[src/rtl/bfa_pkg.sv]
// ----------------------------------------------------------------------------
// bfa_pkg
// Shared types, widths and helpers of the bitmap free allocator.
// ----------------------------------------------------------------------------
package bfa_pkg;

   localparam int CMD_W            = 2;
   localparam int IDX_W            = 12;
   localparam int WORD_W           = 32;
   localparam int BITPOS_W         = 5;
   localparam int WIDE_IDX_W       = 17;
   localparam int MAP_BITS_DEFAULT = 4096;

   typedef enum logic [CMD_W-1:0] {
      CMD_SET   = 2'd0,
      CMD_CLEAR = 2'd1,
      CMD_TEST  = 2'd2,
      CMD_FIND  = 2'd3
   } command_type;

   typedef enum logic [2:0] {
      ST_CLEAR,
      ST_IDLE,
      ST_ACCESS,
      ST_SCAN,
      ST_DONE
   } state_type;

   typedef struct packed {
      logic             bit_value;
      logic             found;
      logic [IDX_W-1:0] free_index;
      logic             bad_index;
   } result_type;

   typedef struct packed {
      logic clearing;
      logic idle;
   } ctrl_status_type;

   // Position of the lowest set bit; zero for an all-zero word.
   function automatic logic [BITPOS_W-1:0] lowest_set(input logic [WORD_W-1:0] word);
      logic [BITPOS_W-1:0] pos;
      pos = '0;
      for (int i = WORD_W - 1; i >= 0; i--) begin
         if (word[i]) begin
            pos = BITPOS_W'(i);
         end
      end
      return pos;
   endfunction

endpackage

[src/rtl/bfa_req_if.sv]
// ----------------------------------------------------------------------------
// bfa_req_if
// Request channel: command and bit index with a valid/ready handshake.
// ----------------------------------------------------------------------------
interface bfa_req_if
   import bfa_pkg::*;
();
   logic             valid;
   logic             ready;
   logic [CMD_W-1:0] command;
   logic [IDX_W-1:0] bit_index;

   modport source (output valid, output command, output bit_index, input ready);
   modport sink   (input valid, input command, input bit_index, output ready);
endinterface

[src/rtl/bfa_rsp_if.sv]
// ----------------------------------------------------------------------------
// bfa_rsp_if
// Response channel: one result beat per request with a valid/ready handshake.
// ----------------------------------------------------------------------------
interface bfa_rsp_if
   import bfa_pkg::*;
();
   logic             valid;
   logic             ready;
   logic             bit_value;
   logic             found;
   logic [IDX_W-1:0] free_index;
   logic             bad_index;

   modport source (output valid, output bit_value, output found, output free_index,
                   output bad_index, input ready);
   modport sink   (input valid, input bit_value, input found, input free_index,
                   input bad_index, output ready);
endinterface

[src/rtl/bfa_map_ram.sv]
// ----------------------------------------------------------------------------
// bfa_map_ram
// Single-clock word memory holding the allocation map, registered read.
// ----------------------------------------------------------------------------
module bfa_map_ram
   import bfa_pkg::*;
#(
   parameter int DEPTH  = MAP_BITS_DEFAULT / WORD_W,
   parameter int ADDR_W = 7
) (
   input  logic              clock,
   input  logic              wr_en,
   input  logic [ADDR_W-1:0] wr_addr,
   input  logic [WORD_W-1:0] wr_data,
   input  logic              rd_en,
   input  logic [ADDR_W-1:0] rd_addr,
   output logic [WORD_W-1:0] rd_data
);

   logic [WORD_W-1:0] mem [DEPTH];
   logic [WORD_W-1:0] rd_data_ff;

   always_ff @(posedge clock) begin
      if (wr_en) begin
         mem[wr_addr] <= wr_data;
      end
   end

   always_ff @(posedge clock) begin
      if (rd_en) begin
         rd_data_ff <= mem[rd_addr];
      end
   end

   assign rd_data = rd_data_ff;

endmodule

[src/rtl/bfa_ctrl.sv]
// ----------------------------------------------------------------------------
// bfa_ctrl
// Sequencer: clearing pass, read-modify-write of one word, and the word scan.
// ----------------------------------------------------------------------------
module bfa_ctrl
   import bfa_pkg::*;
#(
   parameter int MAP_BITS = MAP_BITS_DEFAULT,
   parameter int WORDS    = (MAP_BITS + WORD_W - 1) / WORD_W,
   parameter int ADDR_W   = 7
) (
   input  logic              clock,
   input  logic              reset,
   bfa_req_if.sink           req_bus,
   output logic              mem_wr_en,
   output logic [ADDR_W-1:0] mem_wr_addr,
   output logic [WORD_W-1:0] mem_wr_data,
   output logic              mem_rd_en,
   output logic [ADDR_W-1:0] mem_rd_addr,
   input  logic [WORD_W-1:0] mem_rd_data,
   output logic              res_valid,
   input  logic              res_ready,
   output result_type        res,
   output ctrl_status_type   status
);

   localparam logic [ADDR_W-1:0] LAST_WORD = ADDR_W'(WORDS - 1);
   localparam int                RAGGED    = MAP_BITS % WORD_W;
   localparam logic [WORD_W-1:0] LAST_MASK =
      (RAGGED == 0) ? {WORD_W{1'b1}} : WORD_W'((64'd1 << RAGGED) - 64'd1);

   state_type           state_ff, state_in;
   command_type         cmd_ff, cmd_in;
   logic [IDX_W-1:0]    idx_ff, idx_in;
   logic [ADDR_W-1:0]   ptr_ff, ptr_in;
   result_type          res_ff, res_in;

   logic [WIDE_IDX_W-1:0]      req_idx_wide;
   logic [WIDE_IDX_W-1:0]      cur_idx_wide;
   logic [ADDR_W-1:0]          req_word;
   logic [ADDR_W-1:0]          cur_word;
   logic [WORD_W-1:0]          bit_mask;
   logic [WORD_W-1:0]          zeros;
   logic [ADDR_W+BITPOS_W-1:0] hit_pos;
   logic [WIDE_IDX_W-1:0]      hit_wide;

   assign req_idx_wide = WIDE_IDX_W'(req_bus.bit_index);
   assign cur_idx_wide = WIDE_IDX_W'(idx_ff);
   assign req_word     = req_idx_wide[ADDR_W+BITPOS_W-1:BITPOS_W];
   assign cur_word     = cur_idx_wide[ADDR_W+BITPOS_W-1:BITPOS_W];
   assign bit_mask     = WORD_W'(1) << idx_ff[BITPOS_W-1:0];

   // Bits above the end of the map in a ragged last word never count as free.
   assign zeros    = ~mem_rd_data & ((ptr_ff == LAST_WORD) ? LAST_MASK : {WORD_W{1'b1}});
   assign hit_pos  = {ptr_ff, lowest_set(zeros)};
   assign hit_wide = WIDE_IDX_W'(hit_pos);

   always_ff @(posedge clock) begin
      if (reset) begin
         state_ff <= ST_CLEAR;
         ptr_ff   <= '0;
      end else begin
         state_ff <= state_in;
         ptr_ff   <= ptr_in;
      end
   end

   always_ff @(posedge clock) begin
      cmd_ff <= cmd_in;
      idx_ff <= idx_in;
      res_ff <= res_in;
   end

   always_comb begin
      state_in    = state_ff;
      cmd_in      = cmd_ff;
      idx_in      = idx_ff;
      ptr_in      = ptr_ff;
      res_in      = res_ff;
      mem_wr_en   = 1'b0;
      mem_wr_addr = ptr_ff;
      mem_wr_data = '0;
      mem_rd_en   = 1'b0;
      mem_rd_addr = ptr_ff;
      req_bus.ready = 1'b0;
      res_valid   = 1'b0;

      case (state_ff)
         ST_CLEAR: begin
            mem_wr_en = 1'b1;
            if (ptr_ff == LAST_WORD) begin
               ptr_in   = '0;
               state_in = ST_IDLE;
            end else begin
               ptr_in = ptr_ff + 1'b1;
            end
         end
         ST_IDLE: begin
            req_bus.ready = 1'b1;
            if (req_bus.valid) begin
               cmd_in = command_type'(req_bus.command);
               idx_in = req_bus.bit_index;
               res_in = '0;
               if (command_type'(req_bus.command) == CMD_FIND) begin
                  mem_rd_en   = 1'b1;
                  mem_rd_addr = '0;
                  ptr_in      = '0;
                  state_in    = ST_SCAN;
               end else if (req_idx_wide >= WIDE_IDX_W'(MAP_BITS)) begin
                  res_in.bad_index = 1'b1;
                  state_in         = ST_DONE;
               end else begin
                  mem_rd_en   = 1'b1;
                  mem_rd_addr = req_word;
                  state_in    = ST_ACCESS;
               end
            end
         end
         ST_ACCESS: begin
            // The word read at acceptance is here now; write it back modified.
            mem_wr_addr = cur_word;
            case (cmd_ff)
               CMD_SET: begin
                  mem_wr_en   = 1'b1;
                  mem_wr_data = mem_rd_data | bit_mask;
               end
               CMD_CLEAR: begin
                  mem_wr_en   = 1'b1;
                  mem_wr_data = mem_rd_data & ~bit_mask;
               end
               CMD_TEST: begin
                  res_in.bit_value = mem_rd_data[idx_ff[BITPOS_W-1:0]];
               end
               default: begin
               end
            endcase
            state_in = ST_DONE;
         end
         ST_SCAN: begin
            if (zeros != '0) begin
               res_in.found      = 1'b1;
               res_in.free_index = hit_wide[IDX_W-1:0];
               state_in          = ST_DONE;
            end else if (ptr_ff == LAST_WORD) begin
               state_in = ST_DONE;
            end else begin
               ptr_in      = ptr_ff + 1'b1;
               mem_rd_en   = 1'b1;
               mem_rd_addr = ptr_ff + 1'b1;
            end
         end
         ST_DONE: begin
            res_valid = 1'b1;
            if (res_ready) begin
               state_in = ST_IDLE;
            end
         end
         default: begin
            state_in = ST_IDLE;
         end
      endcase
   end

   assign res             = res_ff;
   assign status.clearing = (state_ff == ST_CLEAR);
   assign status.idle     = (state_ff == ST_IDLE);

endmodule

[src/rtl/bitmap_free_allocator.sv]
// ----------------------------------------------------------------------------
// bitmap_free_allocator
// Allocation bitmap with set, clear, test and find-lowest-free commands.
//
//   Channel   Direction  Beat contents
//   req_bus   in         command, bit_index
//   rsp_bus   out        bit_value, found, free_index, bad_index
//
// Set, clear and test go from acceptance to the result register through
// a memory read, a write-back and a hand-over.
// Find reads one 32-bit word per cycle from word 0 upwards through the
// single read port of the map memory.
// After reset the map is zeroed by a clearing pass, during which no
// request is accepted.
// One request is processed at a time; a finished result waits in the output
// register, so a stalled response only holds the sequencer once a second
// result is ready.
// ----------------------------------------------------------------------------
module bitmap_free_allocator
   import bfa_pkg::*;
#(
   parameter int MAP_BITS = MAP_BITS_DEFAULT
) (
   input  logic      clock,
   input  logic      reset,
   bfa_req_if.sink   req_bus,
   bfa_rsp_if.source rsp_bus
);

   localparam int MAP_WORDS = (MAP_BITS + WORD_W - 1) / WORD_W;
   localparam int ADDR_W    = (MAP_WORDS > 1) ? $clog2(MAP_WORDS) : 1;

   logic              mem_wr_en;
   logic [ADDR_W-1:0] mem_wr_addr;
   logic [WORD_W-1:0] mem_wr_data;
   logic              mem_rd_en;
   logic [ADDR_W-1:0] mem_rd_addr;
   logic [WORD_W-1:0] mem_rd_data;
   logic              res_valid;
   logic              res_ready;
   result_type        res;
   ctrl_status_type   status;

   logic              rsp_valid_ff, rsp_valid_in;
   result_type        rsp_data_ff, rsp_data_in;

   bfa_map_ram #(
      .DEPTH  (MAP_WORDS),
      .ADDR_W (ADDR_W)
   ) u_map_ram (
      .clock   (clock),
      .wr_en   (mem_wr_en),
      .wr_addr (mem_wr_addr),
      .wr_data (mem_wr_data),
      .rd_en   (mem_rd_en),
      .rd_addr (mem_rd_addr),
      .rd_data (mem_rd_data)
   );

   bfa_ctrl #(
      .MAP_BITS (MAP_BITS),
      .WORDS    (MAP_WORDS),
      .ADDR_W   (ADDR_W)
   ) u_ctrl (
      .clock       (clock),
      .reset       (reset),
      .req_bus     (req_bus),
      .mem_wr_en   (mem_wr_en),
      .mem_wr_addr (mem_wr_addr),
      .mem_wr_data (mem_wr_data),
      .mem_rd_en   (mem_rd_en),
      .mem_rd_addr (mem_rd_addr),
      .mem_rd_data (mem_rd_data),
      .res_valid   (res_valid),
      .res_ready   (res_ready),
      .res         (res),
      .status      (status)
   );

   // The output register takes a new result whenever it is empty or draining.
   assign res_ready = !rsp_valid_ff || rsp_bus.ready;

   always_comb begin
      rsp_valid_in = rsp_valid_ff;
      rsp_data_in  = rsp_data_ff;
      if (res_valid && res_ready) begin
         rsp_valid_in = 1'b1;
         rsp_data_in  = res;
      end else if (rsp_bus.ready) begin
         rsp_valid_in = 1'b0;
      end
   end

   always_ff @(posedge clock) begin
      if (reset) begin
         rsp_valid_ff <= 1'b0;
      end else begin
         rsp_valid_ff <= rsp_valid_in;
      end
   end

   always_ff @(posedge clock) begin
      rsp_data_ff <= rsp_data_in;
   end

   assign rsp_bus.valid      = rsp_valid_ff;
   assign rsp_bus.bit_value  = rsp_data_ff.bit_value;
   assign rsp_bus.found      = rsp_data_ff.found;
   assign rsp_bus.free_index = rsp_data_ff.free_index;
   assign rsp_bus.bad_index  = rsp_data_ff.bad_index;

`ifndef SYNTH
   // No request may slip in while the map is still being zeroed.
   a_no_accept_while_clearing: assert property (
      @(posedge clock) disable iff (reset)
      status.clearing |-> !req_bus.ready
   ) else $error("request accepted during the clearing pass");

   // An accepted request always moves the sequencer out of idle.
   a_accept_leaves_idle: assert property (
      @(posedge clock) disable iff (reset)
      (req_bus.valid && req_bus.ready) |=> !status.idle
   ) else $error("sequencer stayed idle after accepting a request");

   // A find result never carries a test value or an index error.
   a_found_is_clean: assert property (
      @(posedge clock) disable iff (reset)
      (rsp_bus.valid && rsp_bus.found) |-> (!rsp_bus.bit_value && !rsp_bus.bad_index)
   ) else $error("found result carries other flags");

   // A result offered while the output register is stalled must wait.
   a_result_waits: assert property (
      @(posedge clock) disable iff (reset)
      (res_valid && rsp_valid_ff && !rsp_bus.ready) |=> res_valid
   ) else $error("result dropped while the output was stalled");
`endif

endmodule

[src/flat_wrapper.sv]
// flat-port wrapper written by rule: the top's interface ports become plain ports
module bitmap_free_allocator_flat import bfa_pkg::*;
#(
   parameter int MAP_BITS = MAP_BITS_DEFAULT
)
  (clock, reset, req_bus_valid, req_bus_command, req_bus_bit_index, req_bus_ready, rsp_bus_valid, rsp_bus_bit_value, rsp_bus_found, rsp_bus_free_index, rsp_bus_bad_index, rsp_bus_ready);
  bfa_req_if req_bus_i ();
  bfa_rsp_if rsp_bus_i ();
  input  logic clock;
  input  logic reset;
  input wire logic [$bits(req_bus_i.valid)-1:0] req_bus_valid;
  input wire logic [$bits(req_bus_i.command)-1:0] req_bus_command;
  input wire logic [$bits(req_bus_i.bit_index)-1:0] req_bus_bit_index;
  output wire logic [$bits(req_bus_i.ready)-1:0] req_bus_ready;
  output wire logic [$bits(rsp_bus_i.valid)-1:0] rsp_bus_valid;
  output wire logic [$bits(rsp_bus_i.bit_value)-1:0] rsp_bus_bit_value;
  output wire logic [$bits(rsp_bus_i.found)-1:0] rsp_bus_found;
  output wire logic [$bits(rsp_bus_i.free_index)-1:0] rsp_bus_free_index;
  output wire logic [$bits(rsp_bus_i.bad_index)-1:0] rsp_bus_bad_index;
  input wire logic [$bits(rsp_bus_i.ready)-1:0] rsp_bus_ready;
  assign req_bus_i.valid = req_bus_valid;
  assign req_bus_i.command = req_bus_command;
  assign req_bus_i.bit_index = req_bus_bit_index;
  assign req_bus_ready = req_bus_i.ready;
  assign rsp_bus_valid = rsp_bus_i.valid;
  assign rsp_bus_bit_value = rsp_bus_i.bit_value;
  assign rsp_bus_found = rsp_bus_i.found;
  assign rsp_bus_free_index = rsp_bus_i.free_index;
  assign rsp_bus_bad_index = rsp_bus_i.bad_index;
  assign rsp_bus_i.ready = rsp_bus_ready;
  bitmap_free_allocator #(.MAP_BITS(MAP_BITS)) u_core (.clock(clock), .reset(reset), .req_bus(req_bus_i), .rsp_bus(rsp_bus_i));
endmodule
[config.mk]
export PLATFORM = sky130hd
export DESIGN_NAME = bitmap_free_allocator_flat
export DESIGN_NICKNAME = d
export VERILOG_FILES = /design/src/rtl/bfa_pkg.sv /design/src/rtl/bfa_req_if.sv /design/src/rtl/bfa_rsp_if.sv /design/src/rtl/bfa_map_ram.sv /design/src/rtl/bfa_ctrl.sv /design/src/rtl/bitmap_free_allocator.sv /design/src/flat_wrapper.sv
export SDC_FILE = /design/constraint.sdc
export NUM_CORES = 2
export LEC_CHECK = 0
export BUFFER_PORTS_ARGS = -buffer_cell sky130_fd_sc_hd__buf_4
export CAP_MARGIN = 20
export CORE_AREA = 2 2 549 551
export CTS_CLUSTER_SIZE = 24
export DETAILED_ROUTE_END_ITERATION = 10
export DIE_AREA = 0 0 551 553
export HOLD_SLACK_MARGIN = 0.02
export PLACE_DENSITY = 0.69
export SLEW_MARGIN = 20
export SYNTH_ARGS = -nofsm -noshare
export SYNTH_HDL_FRONTEND = slang
export SYNTH_SLANG_ARGS = --single-unit
[constraint.sdc]
create_clock -name clock -period 17.8 [get_ports clock]
set_input_delay 2.67 -clock clock [delete_from_list [all_inputs] [get_ports clock]]
set_output_delay 2.67 -clock clock [all_outputs]
set_load 0.005 [all_outputs]
* Word-level counts from Yosys, hierarchy flattened
Memory sizes are Yosys's and may differ from the RTL's. A register that Yosys moved wholly into a read port is not among the register bits. Index checks and enable logic that the tools add are counted.
Storage, ports and cells: bits in registers 55, memory bits (writable) 4096, input bits 18, output and inout port bits 17, word-level logic and storage cells 129, memories 1
Cells by class: add/subtract/negate cells 1, $lt $le $gt $ge 2, equality and inequality tests 15, shifts and indexed selects 1, mux-type cells 76, bitwise gates (word level) 4, reductions and logical operators 16
Memories:
- u_core.u_map_ram.mem | depth 128, width 32, read ports 1, clocked after Yosys merged registers in 1, write ports 1, line bfa_map_ram.sv:20 | logic [WORD_W-1:0] mem [DEPTH];
Operator list (number):
- $mux 5 | 32
- $not 32->32 | 2
- $pmux 32 s2 | 1
- $mux 7 | 9
- $and 32x32->32 | 1
- $mux 32 | 1
- $or 32x32->32 | 1
- $reduce_bool 32->1 | 1
- $shl 1x5->32 const A | 1
- $pmux 13 s2 | 1
- $mux 3 | 7
- $pmux 7 s3 | 1
- $mux 1 | 16
- $mux 15 | 1
- $pmux 3 s5 | 1
- $pmux 7 s2 | 1
- $ge 12x13->1 const B | 1
- $mux 13 | 1
- $reduce_and 3->1 | 3
- $ne 2x2->1 const B | 4
- $add 7x1->7 const B | 1
- $eq 7x7->1 const B | 1
- $eq 3x2->1 const B | 2
- $lt 5x6->1 const B | 1
- other kinds (18) | 24

* Longest topological paths before layout
depth in word-level cells 35, mapped depth 20, gate-level depth less buffers 14

* Modules after synthesis
From an unflattened synthesis, not the netlist that was laid out.
Unflattened totals: cells, all modules 6421, area, all modules 160406.3 um^2
By module, submodules not included:
- bfa_map_ram | instances 1, cells an instance 5990, area an instance 156596.4 um^2, sequential area each 123958.9 um^2
- bfa_ctrl | instances 1, cells an instance 411, area an instance 3304.4 um^2, sequential area each 1041.0 um^2
- bitmap_free_allocator | instances 1, cells an instance 20, area an instance 505.5 um^2, sequential area each 470.5 um^2

* Least setup slack after synthesis
Ideal clock, no wire load.
kind register to register, start reg u_core.u_ctrl.idx_ff[0], end mem u_core.u_map_ram.mem[0][20], data pin, setup time 1230 ps, arrival time 6651 ps, required time 16570 ps, slack 9919 ps, stages on the path, launching flop included 7, path buffers 2, path through edfxtp_1 -> buf_1 -> or2_2 -> clkbuf_1 -> nor2_1 -> nor2_1 -> a211oi_1
Between the ends: cells in the longest elaborated chain, start to end 5
RTL lines:
- from (decl) | line bfa_ctrl.sv:34 | logic [IDX_W-1:0] idx_ff, idx_in;
- from (signal assigned) | line bfa_ctrl.sv:70 | idx_ff <= idx_in;
- $shl 1x5->32 (*) | line bfa_ctrl.sv:51 | assign bit_mask = WORD_W'(1) << idx_ff[BITPOS_W-1:0];
- $not 32->32 | line bfa_ctrl.sv:129 | mem_wr_data = mem_rd_data & ~bit_mask;
- $and 32x32->32 | line bfa_ctrl.sv:129
- $pmux 32 s2 (*) | line bfa_ctrl.sv:122 | case (cmd_ff)
- $mux 32 (*) | line bfa_ctrl.sv:88 | case (state_ff)
- via u_core.mem_wr_data[20] | line bitmap_free_allocator.sv:35 | logic [WORD_W-1:0] mem_wr_data;
- to (decl) | line bfa_map_ram.sv:20
Mark *: on every way through the listed nets, which the timed path passes. The rest lies on a longest branch.

* Worst setup path in the final report
start in req_bus_valid, end reg u_core.u_map_ram.rd_data_ff[11] (netlist: u_core.u_map_ram.rd_data[11]) (read register of u_core.u_map_ram.mem), data pin
Between the ends: cells in the longest elaborated chain, start to end 2
RTL lines:
- from (decl) | line flat_wrapper.sv:11 | input wire logic [$bits(req_bus_i.valid)-1:0] req_bus_valid;
- $mux 7 / $mux 1 (equally long branches) | line bfa_ctrl.sv:100 | if (req_bus.valid) begin
- $pmux 7 s2 / $pmux 1 s2 (equally long branches) | line bfa_ctrl.sv:88
- to (decl) | line bfa_map_ram.sv:21 | logic [WORD_W-1:0] rd_data_ff;
Several ways; a longest one is shown, not always the timed one. A chain may end at the register's enable or synchronous reset.

==> reports/results.tsv <==
stage	metric	value	unit
status	outcome	finished, violations left	
status	violations	DRC	
worst_setup_path	worst_r2r_path_depth	15	
synth	synth-main-ff-cell	edfxtp_1	
worst_setup_path	critPathLaunch	req_bus_valid	
sta	fin_crit	8713	ps
worst_setup_path	critPathTopFamily	compound AO/OA/AOI/OAI gates	
routing	firstDrtPassIters	11	
worst_setup_path	cp-start-kind	input port	
finish	syn_to_final_growth	12.09	%
global_routing	grt_pass1_wl	686000	µm
synth	syn_area	0.1635	mm²
cts	post_cts_resized	0	
cts	post_cts_buffers	0	
sta	slew_violations	0	
floorplanning	pin_count	35	
worst_setup_path	path_buf_inv	4	
sta	setup_viol	0	
worst_setup_path	cp.required	18520	ps
cts	tritoncts	built	
sta	worst_pin_slew	1304	ps
worst_setup_path	path_common_cell	buf_4	
pwr	cellLeakagePower	56.26	nW
finish	fin_util	61.32	%
pwr	fin_total_pwr	25.42	mW
routing	wirelength	494000	µm
floorplanning	die_w	551	µm
sta	hold_viol_final	0	
pwr	power_density	138.7	mW/mm²
routing	ant_nets	0	
hold_path	whs_path_depth	0	
worst_setup_path	max_stage_delay	800	ps
synth	yosys_warnings	0	
synth	ys_top_cells_by_area	edfxtp_1, mux4_2, nand2_1, nand3_1, mux2i_1	
synth	ys_seq_area_share	76.74	%
global_routing	antenna_found_initial	35	
routing	drtIter0Drc	17740	
synth	syn_nets	9314	
sta	fmax	114.8	MHz
placed_design	hpwl	283300	µm
global_routing	grt_overflow	0	
placed_design	port_buffers	33	
synth	syn_inst	9294	
worst_setup_path	path_cells	buf_4 > nand4bb_1 > a21oi_1 > a22oi_1 > nand3_4 > buf_4 > buf_12 > buf_4 > mux4_2 > o22ai_1 > or3_1 > a31oi_1 > o2111ai_1 > o21ai_1	
placed_design	place_congestion	0.9245	
global_routing	grt_max_degree	146	
cts	clockBufferDepth	4	
routing	vias	94280	
worst_setup_path	crit_arrival	9430	ps
hold_path	hold_path_class	reg -> reg	
worst_setup_path	r2r_slack	9350	ps
hold_path	hold_end	u_core.rsp_bus.free_index[4]	
cts	cts_num_sinks	4181	
worst_setup_path	r2r-end	u_core.u_map_ram.rd_data[11]	
worst_setup_path	path_class	in -> reg	
worst_setup_path	crit_slowest_cell	o2111ai_1	
hold_path	hp-start	u_core.u_ctrl.res[5]	
flow_run	drv_cap	0	
worst_setup_path	crit_path_end_kind	register	
cts	h-tree-depth	5	
cts	ctsHoldBuffers	0	
sta	fin_hold_ws	424.0	ps
cts	clockRootBuffer	clkbuf_16	
floorplanning	coreArea	0.2988	mm²
synth	synth_area_per_cell	17.59	µm²
finish	nets	9559	
synth	synth_top_area_cell	edfxtp_1	
cts	clk_latency	950	ps
synth	ys_types	78	
cts	clk_pin_slew	60	ps
pwr	ir_drop	0.1287	mV
sta	finalSetupTns	0	ps
global_routing	grt.total_usage	32.11	%
routing	drc	3	
worst_setup_path	reg2reg_from	u_core.u_ctrl.state_ff[0]	
sta	fin_skew	67.72	ps
finish	drive_above_1_share	18.44	%
synth	synth_top_area_share	76.61	%
floorplanning	die_area	0.3047	mm²
synth	synth_seq_cells	4181	
routing	wl_per_cell	35.73	µm
cts	cts_made_buffers	402	
sta	post-route-period-util	48.95	%
synth	synthArstFlopShare	0	%
sta	slew_headroom	12.30	%
global_routing	first_global_vias	88780	
routing	viasPerCell	6.820	
floorplanning	start_util	54.71	%
sta	rsz0062_at_grt	no	
floorplanning	die_h	553	µm
synth	synth_edf_count	4170	
finish	nFillCells	20740	
floorplanning	fp-row-count	201	
worst_setup_path	critPathMaxFanout	123	
[synth_stat cells, types with 65 or more instances]
master,count
nand3_1,568
mux2i_1,253
a31oi_1,88
nand2_1,1465
nor2_1,311
a21oi_1,238
edfxtp_1,4170
mux4_2,611
and3_1,91
o211ai_1,115
o22ai_1,65
buf_2,183
clkbuf_1,216
a22oi_1,108
[kinds of logic after synthesis]
logic type	count (synthesis)	synth area share [%]
and+or+nand+nor	2659	7.031
DFF	4181	76.74
adders and majority gates	2	0.01531
buffers and inverters	582	1.940
other	1	0.002294
muxes	873	10.09
AOI/OAI and AO/OA	996	4.176
[report_power, final]
part	switching, mW	total (mW)	leakage, nW	internal, mW
clock network	3.61	8.39	6.20	4.78
logic	3.87	5.91	15.7	2.03
registers	0.115	11.1	34.4	11.0
[cell type report]
| class | count | area (µm²) | share of cell area, % |
|---|---|---|---|
| Inverter | 20 | 75.07 | 0.04097 |
| Sequential cell | 4181 | 125400 | 68.46 |
| Timing Repair Buffer | 403 | 3322 | 1.813 |
| Clock inverter | 223 | 2195 | 1.198 |
| Clock buffer | 495 | 10520 | 5.739 |
| Multi-Input combinational cell | 4531 | 36690 | 20.02 |
| Antenna cell | 14 | 35.03 | 0.01912 |
| Tap cell | 3958 | 4952 | 2.703 |
[per-stage QoR]
| stage | instances | area [µm²] | worst slack [ps] |
|---|---|---|---|
| 2_1_floorplan | 9294 | 163500 | 9919 |
| 3_3_place_gp | 13080 | 170200 | 7086 |
| 3_5_place_dp | 13090 | 170400 | 8335 |
| 4_1_cts | 13810 | 183100 | 9279 |
| 5_1_grt | 13810 | 183200 | 8983 |
| 6_report | 13830 | 183200 | 9087 |
[metal layers]
layer / part of all wire (%) / vias to the layer above / global-route usage (%)
met4: 3.9 / 26 / 10.82
met1: 36 / 48410 / 46.39
met2: 44 / 7431 / 46.17
met5: 0.060 / - / 0
met3: 16 / 970 / 10.72
li1: - / 37450 / -
[cell usage in the layout, fill, tap and decap left out, drive strengths merged, types with 42 or more instances in the layout]
cell type | synthesis | final
a211oi | 61 | 61
nor4 | 42 | 42
o21ai | 76 | 76
clkbuf | 216 | 495
a31oi | 88 | 88
and3 | 91 | 91
o22ai | 65 | 65
clkinv | 0 | 162
nand3 | 570 | 570
nor3 | 54 | 54
a21oi | 238 | 238
mux4 | 618 | 618
buf | 346 | 403
edfxtp | 4170 | 4170
nand2 | 1466 | 1466
o211ai | 115 | 115
a22oi | 108 | 108
nor2 | 312 | 312
mux2i | 253 | 253
nand4 | 57 | 57
[how the worst max path moves through the flow]
stage / endpoint / slack, ps / cells after the start
finish: u_core.u_map_ram.rd_data[11] / 9090 / 14
global route: u_core.u_map_ram.rd_data[11] / 8980 / 14
CTS: u_core.u_map_ram.rd_data[11] / 9280 / 14
detailed placement: u_core.u_map_ram.rd_data[11] / 8330 / 14
global placement: u_core.u_map_ram.rd_data[22] / 7090 / 16
floorplan: u_core.u_map_ram.mem[0][20] / 9920 / 6
[sequential cells by signal, indices dropped and copies added (netlist names), 2 cells and up]
| register | cells |
|---|---|
| u_core.u_map_ram.mem | 4096 |
| u_core.u_ctrl.res | 14 |
| u_core.rsp_bus.free_index | 12 |
| u_core.u_ctrl.cmd_ff | 2 |
| u_core.u_ctrl.ptr_ff | 7 |
| u_core.u_map_ram.rd_data | 32 |
| u_core.u_ctrl.state_ff | 3 |
| u_core.u_ctrl.idx_ff | 12 |
No activity file was read; power rests on OpenSTA's default activity.
